[src/design/lsra_pkg.sv]
// Shared types and constants for the linear-scan register allocator.
package lsra_pkg;

    // Configuration register indexes (byte address is four times the index).
    localparam int unsigned REG_NUM_REGISTERS = 0;

    // Fixed widths of the result fields.
    localparam int unsigned RES_ID_BITS  = 16;
    localparam int unsigned RES_REG_BITS = 4;
    localparam int unsigned M_TDATA_BITS =
        ((2 * RES_ID_BITS + RES_REG_BITS + 7) / 8) * 8;
    localparam int unsigned M_TUSER_BITS = 2;
    localparam int unsigned NUM_REG_BITS = 5;

    typedef enum logic [2:0] {
        ST_IDLE,
        ST_EXPIRE,
        ST_DECIDE,
        ST_SCAN,
        ST_EVICT,
        ST_FINISH
    } lsra_state_t;

    // Commands from the controller to the datapath.
    typedef struct packed {
        logic load;
        logic expire;
        logic alloc;
        logic spill;
        logic scan_start;
        logic scan_step;
        logic evict;
        logic emit;
    } lsra_cmd_t;

    // Status from the datapath to the controller.
    typedef struct packed {
        logic n_zero;
        logic full;
        logic scan_last;
    } lsra_stat_t;

endpackage

[src/design/lsra_ctrl.sv]
// Controller state machine of the linear-scan register allocator.
module lsra_ctrl (
    input  logic               clk,
    input  logic               rst_n,
    input  logic               in_valid,
    output logic               in_ready,
    output logic               out_valid,
    input  logic               out_ready,
    input  lsra_pkg::lsra_stat_t stat,
    output lsra_pkg::lsra_cmd_t  cmd
);
    import lsra_pkg::*;

    lsra_state_t state_reg;
    lsra_state_t state_next;
    logic        out_valid_reg;
    logic        out_valid_next;

    always_ff @(posedge clk or negedge rst_n)
    begin
        if (!rst_n)
        begin
            state_reg     <= ST_IDLE;
            out_valid_reg <= 1'b0;
        end
        else
        begin
            state_reg     <= state_next;
            out_valid_reg <= out_valid_next;
        end
    end

    always_comb
    begin
        state_next = state_reg;
        cmd        = '0;
        in_ready   = 1'b0;
        out_valid_next = out_valid_reg && !out_ready;
        case (state_reg)
            ST_IDLE:
            begin
                in_ready = 1'b1;
                if (in_valid)
                begin
                    cmd.load   = 1'b1;
                    state_next = ST_EXPIRE;
                end
            end
            ST_EXPIRE:
            begin
                cmd.expire = 1'b1;
                state_next = ST_DECIDE;
            end
            ST_DECIDE:
            begin
                if (stat.n_zero)
                begin
                    cmd.spill  = 1'b1;
                    state_next = ST_FINISH;
                end
                else if (stat.full)
                begin
                    cmd.scan_start = 1'b1;
                    state_next     = ST_SCAN;
                end
                else
                begin
                    cmd.alloc  = 1'b1;
                    state_next = ST_FINISH;
                end
            end
            ST_SCAN:
            begin
                cmd.scan_step = 1'b1;
                if (stat.scan_last)
                begin
                    state_next = ST_EVICT;
                end
            end
            ST_EVICT:
            begin
                cmd.evict  = 1'b1;
                state_next = ST_FINISH;
            end
            ST_FINISH:
            begin
                // The output register is free, or is being emptied this cycle.
                if (!out_valid_reg || out_ready)
                begin
                    cmd.emit       = 1'b1;
                    out_valid_next = 1'b1;
                    state_next     = ST_IDLE;
                end
            end
            default:
            begin
                state_next = ST_IDLE;
            end
        endcase
    end

    assign out_valid = out_valid_reg;

endmodule

[src/design/lsra_datapath.sv]
// Datapath of the linear-scan register allocator: slot table, search and result.
module lsra_datapath #(
    parameter int MAX_REGS  = 16,
    parameter int LINE_BITS = 16,
    parameter int ID_BITS   = 16
) (
    input  logic                                  clk,
    input  logic                                  rst_n,
    input  lsra_pkg::lsra_cmd_t                   cmd,
    output lsra_pkg::lsra_stat_t                  stat,
    input  logic [lsra_pkg::NUM_REG_BITS-1:0]     num_registers,
    input  logic [ID_BITS-1:0]                    web_id,
    input  logic [LINE_BITS-1:0]                  start_line,
    input  logic [LINE_BITS-1:0]                  end_line,
    output logic [lsra_pkg::RES_ID_BITS-1:0]      web_id_res,
    output logic                                  spilled,
    output logic [lsra_pkg::RES_REG_BITS-1:0]     assigned_register,
    output logic                                  evicted_valid,
    output logic [lsra_pkg::RES_ID_BITS-1:0]      evicted_id
);
    import lsra_pkg::*;

    localparam int IDX_BITS = (MAX_REGS > 1) ? $clog2(MAX_REGS) : 1;
    localparam int CNT_BITS = $clog2(MAX_REGS + 1);
    localparam int NUMW     = (CNT_BITS > NUM_REG_BITS) ? CNT_BITS : NUM_REG_BITS;
    localparam int AW       = (IDX_BITS > RES_REG_BITS) ? IDX_BITS : RES_REG_BITS;
    localparam int IW       = (ID_BITS > RES_ID_BITS) ? ID_BITS : RES_ID_BITS;

    // Slot table.
    logic                 valid_reg [MAX_REGS];
    logic                 valid_next [MAX_REGS];
    logic [LINE_BITS-1:0] end_mem [MAX_REGS];
    logic [ID_BITS-1:0]   id_mem [MAX_REGS];
    logic [IDX_BITS-1:0]  regno_mem [MAX_REGS];
    logic [31:0]          age_mem [MAX_REGS];
    logic [MAX_REGS-1:0]  free_reg;
    logic [MAX_REGS-1:0]  free_next;
    logic [31:0]          insert_reg;

    // Current item.
    logic [ID_BITS-1:0]   cur_id_reg;
    logic [LINE_BITS-1:0] cur_start_reg;
    logic [LINE_BITS-1:0] cur_end_reg;

    // Largest-end search.
    logic [IDX_BITS-1:0]  scan_idx_reg;
    logic                 best_found_reg;
    logic [IDX_BITS-1:0]  best_idx_reg;
    logic [LINE_BITS-1:0] best_end_reg;
    logic [31:0]          best_dist_reg;
    logic [ID_BITS-1:0]   best_id_reg;
    logic [IDX_BITS-1:0]  best_regno_reg;

    // Pending result and output register.
    logic                 res_spill_reg;
    logic [IDX_BITS-1:0]  res_regno_reg;
    logic                 res_ev_reg;
    logic [ID_BITS-1:0]   res_evid_reg;
    logic [ID_BITS-1:0]   out_id_reg;
    logic                 out_spill_reg;
    logic [IDX_BITS-1:0]  out_regno_reg;
    logic                 out_ev_reg;
    logic [ID_BITS-1:0]   out_evid_reg;

    logic [NUMW-1:0]      num_ext;
    logic [NUMW-1:0]      n_eff_w;
    logic [CNT_BITS-1:0]  n_eff;
    logic [CNT_BITS-1:0]  active;
    logic                 reg_found;
    logic [IDX_BITS-1:0]  reg_idx;
    logic                 slot_found;
    logic [IDX_BITS-1:0]  slot_idx;
    logic                 alloc_ok;
    logic                 evict_ok;
    logic                 wr_en;
    logic [IDX_BITS-1:0]  wr_idx;
    logic [31:0]          scan_dist;
    logic                 scan_take;
    logic [AW-1:0]        regno_wide;
    logic [IW-1:0]        id_wide;
    logic [IW-1:0]        evid_wide;

    // Register count, clamped to the table size.
    assign num_ext = NUMW'(num_registers);
    assign n_eff_w = (num_ext > NUMW'(MAX_REGS)) ? NUMW'(MAX_REGS) : num_ext;
    assign n_eff   = CNT_BITS'(n_eff_w);

    always_comb
    begin
        active     = '0;
        reg_found  = 1'b0;
        reg_idx    = '0;
        slot_found = 1'b0;
        slot_idx   = '0;
        for (int i = 0; i < MAX_REGS; i++)
        begin
            active = active + CNT_BITS'(valid_reg[i]);
        end
        // Lowest free register below the count; first empty slot.
        for (int i = MAX_REGS - 1; i >= 0; i--)
        begin
            if (free_reg[i] && (CNT_BITS'(i) < n_eff))
            begin
                reg_found = 1'b1;
                reg_idx   = IDX_BITS'(i);
            end
            if (!valid_reg[i])
            begin
                slot_found = 1'b1;
                slot_idx   = IDX_BITS'(i);
            end
        end
    end

    assign stat.n_zero    = (n_eff == '0);
    assign stat.full      = (active >= n_eff);
    assign stat.scan_last = (scan_idx_reg == IDX_BITS'(MAX_REGS - 1));

    assign alloc_ok = cmd.alloc && reg_found && slot_found;
    assign evict_ok = cmd.evict && best_found_reg && (best_end_reg > cur_end_reg);
    assign wr_en    = alloc_ok || evict_ok;
    assign wr_idx   = alloc_ok ? slot_idx : best_idx_reg;

    // Search step: largest end, ties to the oldest insertion.
    assign scan_dist = insert_reg - age_mem[scan_idx_reg];
    assign scan_take = valid_reg[scan_idx_reg] &&
                       (!best_found_reg ||
                        (end_mem[scan_idx_reg] > best_end_reg) ||
                        ((end_mem[scan_idx_reg] == best_end_reg) &&
                         (scan_dist > best_dist_reg)));

    always_comb
    begin
        free_next = free_reg;
        for (int i = 0; i < MAX_REGS; i++)
        begin
            valid_next[i] = valid_reg[i];
        end
        if (cmd.expire)
        begin
            for (int i = 0; i < MAX_REGS; i++)
            begin
                if (valid_reg[i] && (end_mem[i] < cur_start_reg))
                begin
                    valid_next[i]           = 1'b0;
                    free_next[regno_mem[i]] = 1'b1;
                end
            end
        end
        if (alloc_ok)
        begin
            valid_next[slot_idx] = 1'b1;
            free_next[reg_idx]   = 1'b0;
        end
    end

    always_ff @(posedge clk or negedge rst_n)
    begin
        if (!rst_n)
        begin
            for (int i = 0; i < MAX_REGS; i++)
            begin
                valid_reg[i] <= 1'b0;
            end
            free_reg   <= '1;
            insert_reg <= '0;
        end
        else
        begin
            for (int i = 0; i < MAX_REGS; i++)
            begin
                valid_reg[i] <= valid_next[i];
            end
            free_reg <= free_next;
            if (wr_en)
            begin
                insert_reg <= insert_reg + 32'd1;
            end
        end
    end

    always_ff @(posedge clk)
    begin
        if (wr_en)
        begin
            id_mem[wr_idx]  <= cur_id_reg;
            end_mem[wr_idx] <= cur_end_reg;
            age_mem[wr_idx] <= insert_reg;
        end
        if (alloc_ok)
        begin
            regno_mem[slot_idx] <= reg_idx;
        end
    end

    always_ff @(posedge clk)
    begin
        if (cmd.load)
        begin
            cur_id_reg    <= web_id;
            cur_start_reg <= start_line;
            cur_end_reg   <= end_line;
        end
        if (cmd.scan_start)
        begin
            scan_idx_reg   <= '0;
            best_found_reg <= 1'b0;
        end
        else if (cmd.scan_step)
        begin
            scan_idx_reg <= scan_idx_reg + IDX_BITS'(1);
            if (scan_take)
            begin
                best_found_reg <= 1'b1;
                best_idx_reg   <= scan_idx_reg;
                best_end_reg   <= end_mem[scan_idx_reg];
                best_dist_reg  <= scan_dist;
                best_id_reg    <= id_mem[scan_idx_reg];
                best_regno_reg <= regno_mem[scan_idx_reg];
            end
        end
        if (cmd.spill)
        begin
            res_spill_reg <= 1'b1;
            res_regno_reg <= '0;
            res_ev_reg    <= 1'b0;
            res_evid_reg  <= '0;
        end
        else if (cmd.alloc)
        begin
            res_spill_reg <= !alloc_ok;
            res_regno_reg <= alloc_ok ? reg_idx : '0;
            res_ev_reg    <= 1'b0;
            res_evid_reg  <= '0;
        end
        else if (cmd.evict)
        begin
            res_spill_reg <= !evict_ok;
            res_regno_reg <= evict_ok ? best_regno_reg : '0;
            res_ev_reg    <= evict_ok;
            res_evid_reg  <= evict_ok ? best_id_reg : '0;
        end
        if (cmd.emit)
        begin
            out_id_reg    <= cur_id_reg;
            out_spill_reg <= res_spill_reg;
            out_regno_reg <= res_regno_reg;
            out_ev_reg    <= res_ev_reg;
            out_evid_reg  <= res_evid_reg;
        end
    end

    assign regno_wide        = AW'(out_regno_reg);
    assign id_wide           = IW'(out_id_reg);
    assign evid_wide         = IW'(out_evid_reg);
    assign web_id_res        = id_wide[RES_ID_BITS-1:0];
    assign spilled           = out_spill_reg;
    assign assigned_register = regno_wide[RES_REG_BITS-1:0];
    assign evicted_valid     = out_ev_reg;
    assign evicted_id        = evid_wide[RES_ID_BITS-1:0];

endmodule

[src/design/linear_scan_register_allocator_top.sv]
// Top level of the linear-scan register allocator: stream ports, APB register, core.
//
// This block performs linear-scan register allocation on live intervals that
// arrive on the input stream in ascending start order, one request per
// interval, and returns exactly one result request per interval. Each
// interval first retires every active interval whose end line lies below its
// start line. If fewer intervals are active than the configured register
// count, it takes the lowest free register. A zero count spills it at once.
// Otherwise the active interval with the largest end line (oldest insertion
// on a tie) is found; if that end is beyond the new end, the old interval is
// evicted and reported and its register is reused, else the new interval is
// spilled. The block works on one interval at a time. An interval that does
// not need the search (it gets a register directly, or is spilled without
// one) goes through expiry, the decision and the hand-off of its result to
// the output register; the input is ready again once that hand-off is done.
// When all registers are taken, a search walks the slot table one slot per
// cycle and an eviction step follows before the hand-off. The result sits
// in an output register, so the next interval is accepted while a finished
// result still waits to be taken; that next interval then holds in its
// hand-off step until the waiting result is taken. The register count is set
// through the APB port at byte address 0 (reset value 16, values above
// MAX_REGS act as MAX_REGS) and should be written only while the block is
// idle.
module linear_scan_register_allocator_top #(
    parameter int MAX_REGS  = 16,
    parameter int LINE_BITS = 16,
    parameter int ID_BITS   = 16
) (
    input  logic                                   clk,
    input  logic                                   rst_n,
    // APB configuration port.
    input  logic                                   psel,
    input  logic                                   penable,
    input  logic                                   pwrite,
    input  logic [2:0]                             paddr,
    input  logic [31:0]                            pwdata,
    output logic [31:0]                            prdata,
    output logic                                   pready,
    // Input stream.
    input  logic                                   s_axis_tvalid,
    output logic                                   s_axis_tready,
    // tdata: web_id, start_line, end_line (lowest bits first), zero padded.
    input  logic [((ID_BITS + 2 * LINE_BITS + 7) / 8) * 8 - 1:0] s_axis_tdata,
    // Output stream.
    output logic                                   m_axis_tvalid,
    input  logic                                   m_axis_tready,
    // tdata: web_id_res, assigned_register, evicted_id (lowest bits first),
    // zero padded.
    output logic [lsra_pkg::M_TDATA_BITS-1:0]      m_axis_tdata,
    // tuser: spilled, evicted_valid (lowest bit first).
    output logic [lsra_pkg::M_TUSER_BITS-1:0]      m_axis_tuser
);
    import lsra_pkg::*;

    localparam int PAD_BITS = M_TDATA_BITS - 2 * RES_ID_BITS - RES_REG_BITS;

    logic [NUM_REG_BITS-1:0] num_registers_reg;
    logic                    cfg_write;
    logic                    cfg_hit;
    lsra_cmd_t               cmd;
    lsra_stat_t              stat;
    logic [RES_ID_BITS-1:0]  web_id_res;
    logic                    spilled;
    logic [RES_REG_BITS-1:0] assigned_register;
    logic                    evicted_valid;
    logic [RES_ID_BITS-1:0]  evicted_id;

    // The register index is the byte address divided by four.
    assign pready    = 1'b1;
    assign cfg_hit   = (32'(paddr[2]) == REG_NUM_REGISTERS);
    assign cfg_write = psel && penable && pwrite && pready;

    always_ff @(posedge clk or negedge rst_n)
    begin
        if (!rst_n)
        begin
            num_registers_reg <= NUM_REG_BITS'(16);
        end
        else if (cfg_write && cfg_hit)
        begin
            num_registers_reg <= pwdata[NUM_REG_BITS-1:0];
        end
    end

    assign prdata = cfg_hit ? 32'(num_registers_reg) : 32'd0;

    // The controller sequences expiry, decision, search and result hand-off.
    lsra_ctrl u_ctrl (
        .clk       (clk),
        .rst_n     (rst_n),
        .in_valid  (s_axis_tvalid),
        .in_ready  (s_axis_tready),
        .out_valid (m_axis_tvalid),
        .out_ready (m_axis_tready),
        .stat      (stat),
        .cmd       (cmd)
    );

    // The datapath holds the slot table and the result register.
    lsra_datapath #(
        .MAX_REGS  (MAX_REGS),
        .LINE_BITS (LINE_BITS),
        .ID_BITS   (ID_BITS)
    ) u_datapath (
        .clk               (clk),
        .rst_n             (rst_n),
        .cmd               (cmd),
        .stat              (stat),
        .num_registers     (num_registers_reg),
        .web_id            (s_axis_tdata[ID_BITS-1:0]),
        .start_line        (s_axis_tdata[ID_BITS +: LINE_BITS]),
        .end_line          (s_axis_tdata[ID_BITS + LINE_BITS +: LINE_BITS]),
        .web_id_res        (web_id_res),
        .spilled           (spilled),
        .assigned_register (assigned_register),
        .evicted_valid     (evicted_valid),
        .evicted_id        (evicted_id)
    );

    assign m_axis_tdata = {{PAD_BITS{1'b0}}, evicted_id, assigned_register, web_id_res};
    assign m_axis_tuser = {evicted_valid, spilled};

endmodule
[config.mk]
export PLATFORM = sky130hd
export DESIGN_NAME = linear_scan_register_allocator_top
export DESIGN_NICKNAME = d
export VERILOG_FILES = /design/src/design/lsra_pkg.sv /design/src/design/lsra_ctrl.sv /design/src/design/lsra_datapath.sv /design/src/design/linear_scan_register_allocator_top.sv
export SDC_FILE = /design/constraint.sdc
export NUM_CORES = 2
export LEC_CHECK = 0
export ABC_AREA = 1
export ABC_CLOCK_PERIOD_IN_PS = 12230
export BUFFER_PORTS_ARGS = -buffer_cell sky130_fd_sc_hd__buf_4
export CELL_PAD_IN_SITES_DETAIL_PLACEMENT = 1
export CELL_PAD_IN_SITES_GLOBAL_PLACEMENT = 1
export CORE_MARGIN = 10
export CORE_UTILIZATION = 51
export DETAILED_ROUTE_END_ITERATION = 10
export PLACE_DENSITY_LB_ADDON = 0.1
export RECOVER_POWER = 25
export SYNTH_ARGS = -nofsm -noshare
export SYNTH_HDL_FRONTEND = slang
export SYNTH_SLANG_ARGS = --single-unit
[constraint.sdc]
create_clock -name clk -period 12.23 [get_ports clk]
set_input_delay 1.8345 -clock clk [delete_from_list [all_inputs] [get_ports clk]]
set_output_delay 1.8345 -clock clk [all_outputs]
set_load 0.01 [all_outputs]
==> results.toml <==
[outcome]
status = "finished, violations left"
violations = "capacitance limit, slew limit"

[min_path]
hold_depth = 0
hp-class = "flip-flop to flip-flop"

[sta]
setup_viol = 0
timing.fmax_mhz = 113
fin_crit_ns = 8.84
fin_crit_sh = 0.723
relSlewSlack = -0.357
whs_ns = 0.427
slew_viol_final = 35
setup_tns_ns = 0
hold_viol = 0
clock_skew_ns = 0.0427
tightestPinTransition_ns = 2.04
rsz0062_at_grt = "no"

[synth]
synth_enable_flop_cells = 1246
seq_area_frac_synth = 0.612
postSynth.asyncResetShare = 0.0541
synthAdderAreaFrac = 0.0700
synth_top_family_by_area = "compound AO/OA/AOI/OAI gates"
ys_top_cells_by_area = "edfxtp_1 (57%), ha_1 (6.7%), o21ai_0 (4.1%)"
synth_area_sq_um = 65200
synthDominantCellAreaShare = 0.574
synth_compound_area_frac = 0.120
syn-instance-count = 5886
synth.area.mux_share = 0.0296
ys.flop_type = "edfxtp_1"
synth-xor-area-share = 0.00819
synth_warnings = 0
synth_cell_type_count = 61
ys_ff_latch = 1350
synth_area_leader_cell = "edfxtp_1"
synthSimpleGateAreaFrac = 0.104
syn_area_per_cell_sq_um = 11.1

[cts]
clkSinkCount = 1350
cts_hold_buf = 0
clockRootBuffer = "clkbuf_16"
cts_tree = "yes"
post_cts_buffers = 0
h-tree-depth = 4
clk_path_buf_depth = 3
ctsResizeCount = 0
cts-buffers-inserted = 146
cts.clk_slew.worst_paths_ns = 0.06
insertion_delay_ns = 0.79

[critical_path]
reg2reg_depth = 21
critical-path-slowest-cell = "nor2_4"
end_kind = "flip-flop"
cp_cell_sequence = "ha_1 > inv_1 > fa_1 > fa_1 > fa_1 > fa_1 > fa_1 > fa_1 > inv_1 > ha_1 > o21a_1 > o21ai_0 > nand2_1 > a21oi_1 > o21bai_1 > nor2_1 > nand3_2 > nand2_2 > nand3_1 > nor2_4 > buf_4"
timing.critical_path.mode_cell = "fa_1"
start_kind = "flip-flop"
crit_type = "flip-flop to flip-flop"
rrSetupSlack_ns = 3.39
cp.arrival_ns = 9.23
critical_path.max_fanout = 37
cp_slowest_stage_delay_ns = 1.10
worst_ep_required_time_ns = 12.62

[cells_and_area]
final_cell_mix = "edfxtp_1 (1,246), nand2_1 (678), inv_1 (651)"
largest_registers = "u_datapath.age_mem (512), u_datapath.end_mem (256), u_datapath.id_mem (256)"
area_delta_synth_final_pct = 11.5
largest_reg_flops = 512
layout_commonest_cell = "edfxtp_1"
drive_gt1_frac = 0.0760
diodes = 0
nNetsFinal = 6437
largest_register = "u_datapath.age_mem"

[floorplanning]
fp.coreArea_sq_um = 127000
fp.dieArea_sq_um = 143000
start_util = 0.512
die_w_um = 378
rows = 131
io_pins = 167
die_h_um = 378

[place]
routabilityCongestion = 0.981
port_buffers = 105
hpwl_mm = 129

[detailed_routing]
first_iter_violations = 3981
routed_wl_mm = 200
via_count = 46500
dr.pass1.iters = 5
drcViolationCount = 0
routed_via_density = 5.98
ant_nets = 0
wl_per_cell_um = 25.7

[grt]
grt_pass1_wl_mm = 301
grt_use_total = 0.276
antenna_found_initial = 2
grt_pass1_vias = 49300
grt_max_degree = 189
grt_overflow = 0

[run]
cap_violations = 1

[power_and_ir_drop]
leakage_nw = 27.7
ir_drop_mv = 0.175
power_density_nw_per_um2 = 215
==> power by group <==
group	switching, mW	total [mW]	internal, mW
combinational	3.60	5.15	1.55
clock	1.89	4.51	2.62
sequential	0.299	5.96	5.66
==> cells in the mapped netlist, drive strengths merged, types with 31 or more instances <==
cell and number:
inv 666, o21ai 559, ha 347, mux2i 192, a21oi 470, dfrtp 56
nand2 682, nor3 86, dfxtp 31, edfxtp 1246, o22ai 52, xor2 49
nand4 80, clkbuf 164, o211ai 207, buf 91, nand3 265, nor2 472
==> cell type report <==
| class | instances | area [sq um] |
|---|---|---|
| Sequential cell | 1350 | 39900 |
| Fill cell | 13300 | 54700 |
| Inverter | 669 | 2520 |
| Tap cell | 1662 | 2080 |
| Clock inverter | 74 | 891 |
| Timing Repair Buffer | 180 | 1350 |
| Clock buffer | 193 | 4010 |
| Multi-Input combinational cell | 3642 | 22000 |
==> worst max-delay path, delay by kind of cell (launching register included) <==
kind / cells / cell delay (ns)
flops: 1 / 0.45
simple gates: 6 / 3.04
compound gates: 4 / 0.57
fa+ha+maj: 8 / 3.40
buf+inv: 3 / 0.93
==> stage by stage <==
| step | power [mW] | worst slack [ns] | util | std cells | instance area, sq um |
|---|---|---|---|---|---|
| detailed placement | 11.1 | 3.41 | 0.533 | 7503 | 67800 |
| global route | 16.5 | 2.95 | 0.571 | 7770 | 72700 |
| floorplan | 9.30 | 3.37 | - | 5916 | 65300 |
| finish | 15.6 | 3.39 | 0.571 | 7770 | 72700 |
| global placement | 10.9 | 3.46 | 0.533 | 7503 | 67800 |
| CTS | 15.7 | 3.37 | 0.571 | 7770 | 72700 |
==> final timing paths <==
check / start / end
worst min register to register: u_datapath.res_evid_reg[5] / u_datapath.evicted_id[5]
worst max-delay path: u_datapath.valid_reg[14] / u_datapath.end_mem[4][7]
max in group asynchronous: rst_n / u_datapath.insert_reg[9]
worst min-delay path: u_datapath.res_evid_reg[5] / u_datapath.evicted_id[5]
min in group asynchronous: rst_n / num_registers_reg[0]
worst max register to register: u_datapath.valid_reg[14] / u_datapath.end_mem[4][7]
==> layer usage <==
layer / wire, um / GRT usage / vias up
li1: - / - / 21300
met4: 6050 / 0.0882 / 4
met5: 24 / 0 / -
met3: 9710 / 0.0358 / 346
met2: 99800 / 0.479 / 1295
met1: 84300 / 0.359 / 23600
==> cells by family after synthesis <==
kind of cell | Yosys count
fa+ha+maj | 358
xor+xnor | 61
compound gates | 1390
buf+inv | 924
simple gates | 1608
mux | 193
other cells | 2
flops | 1350
Power figures use the tool's default switching activity.
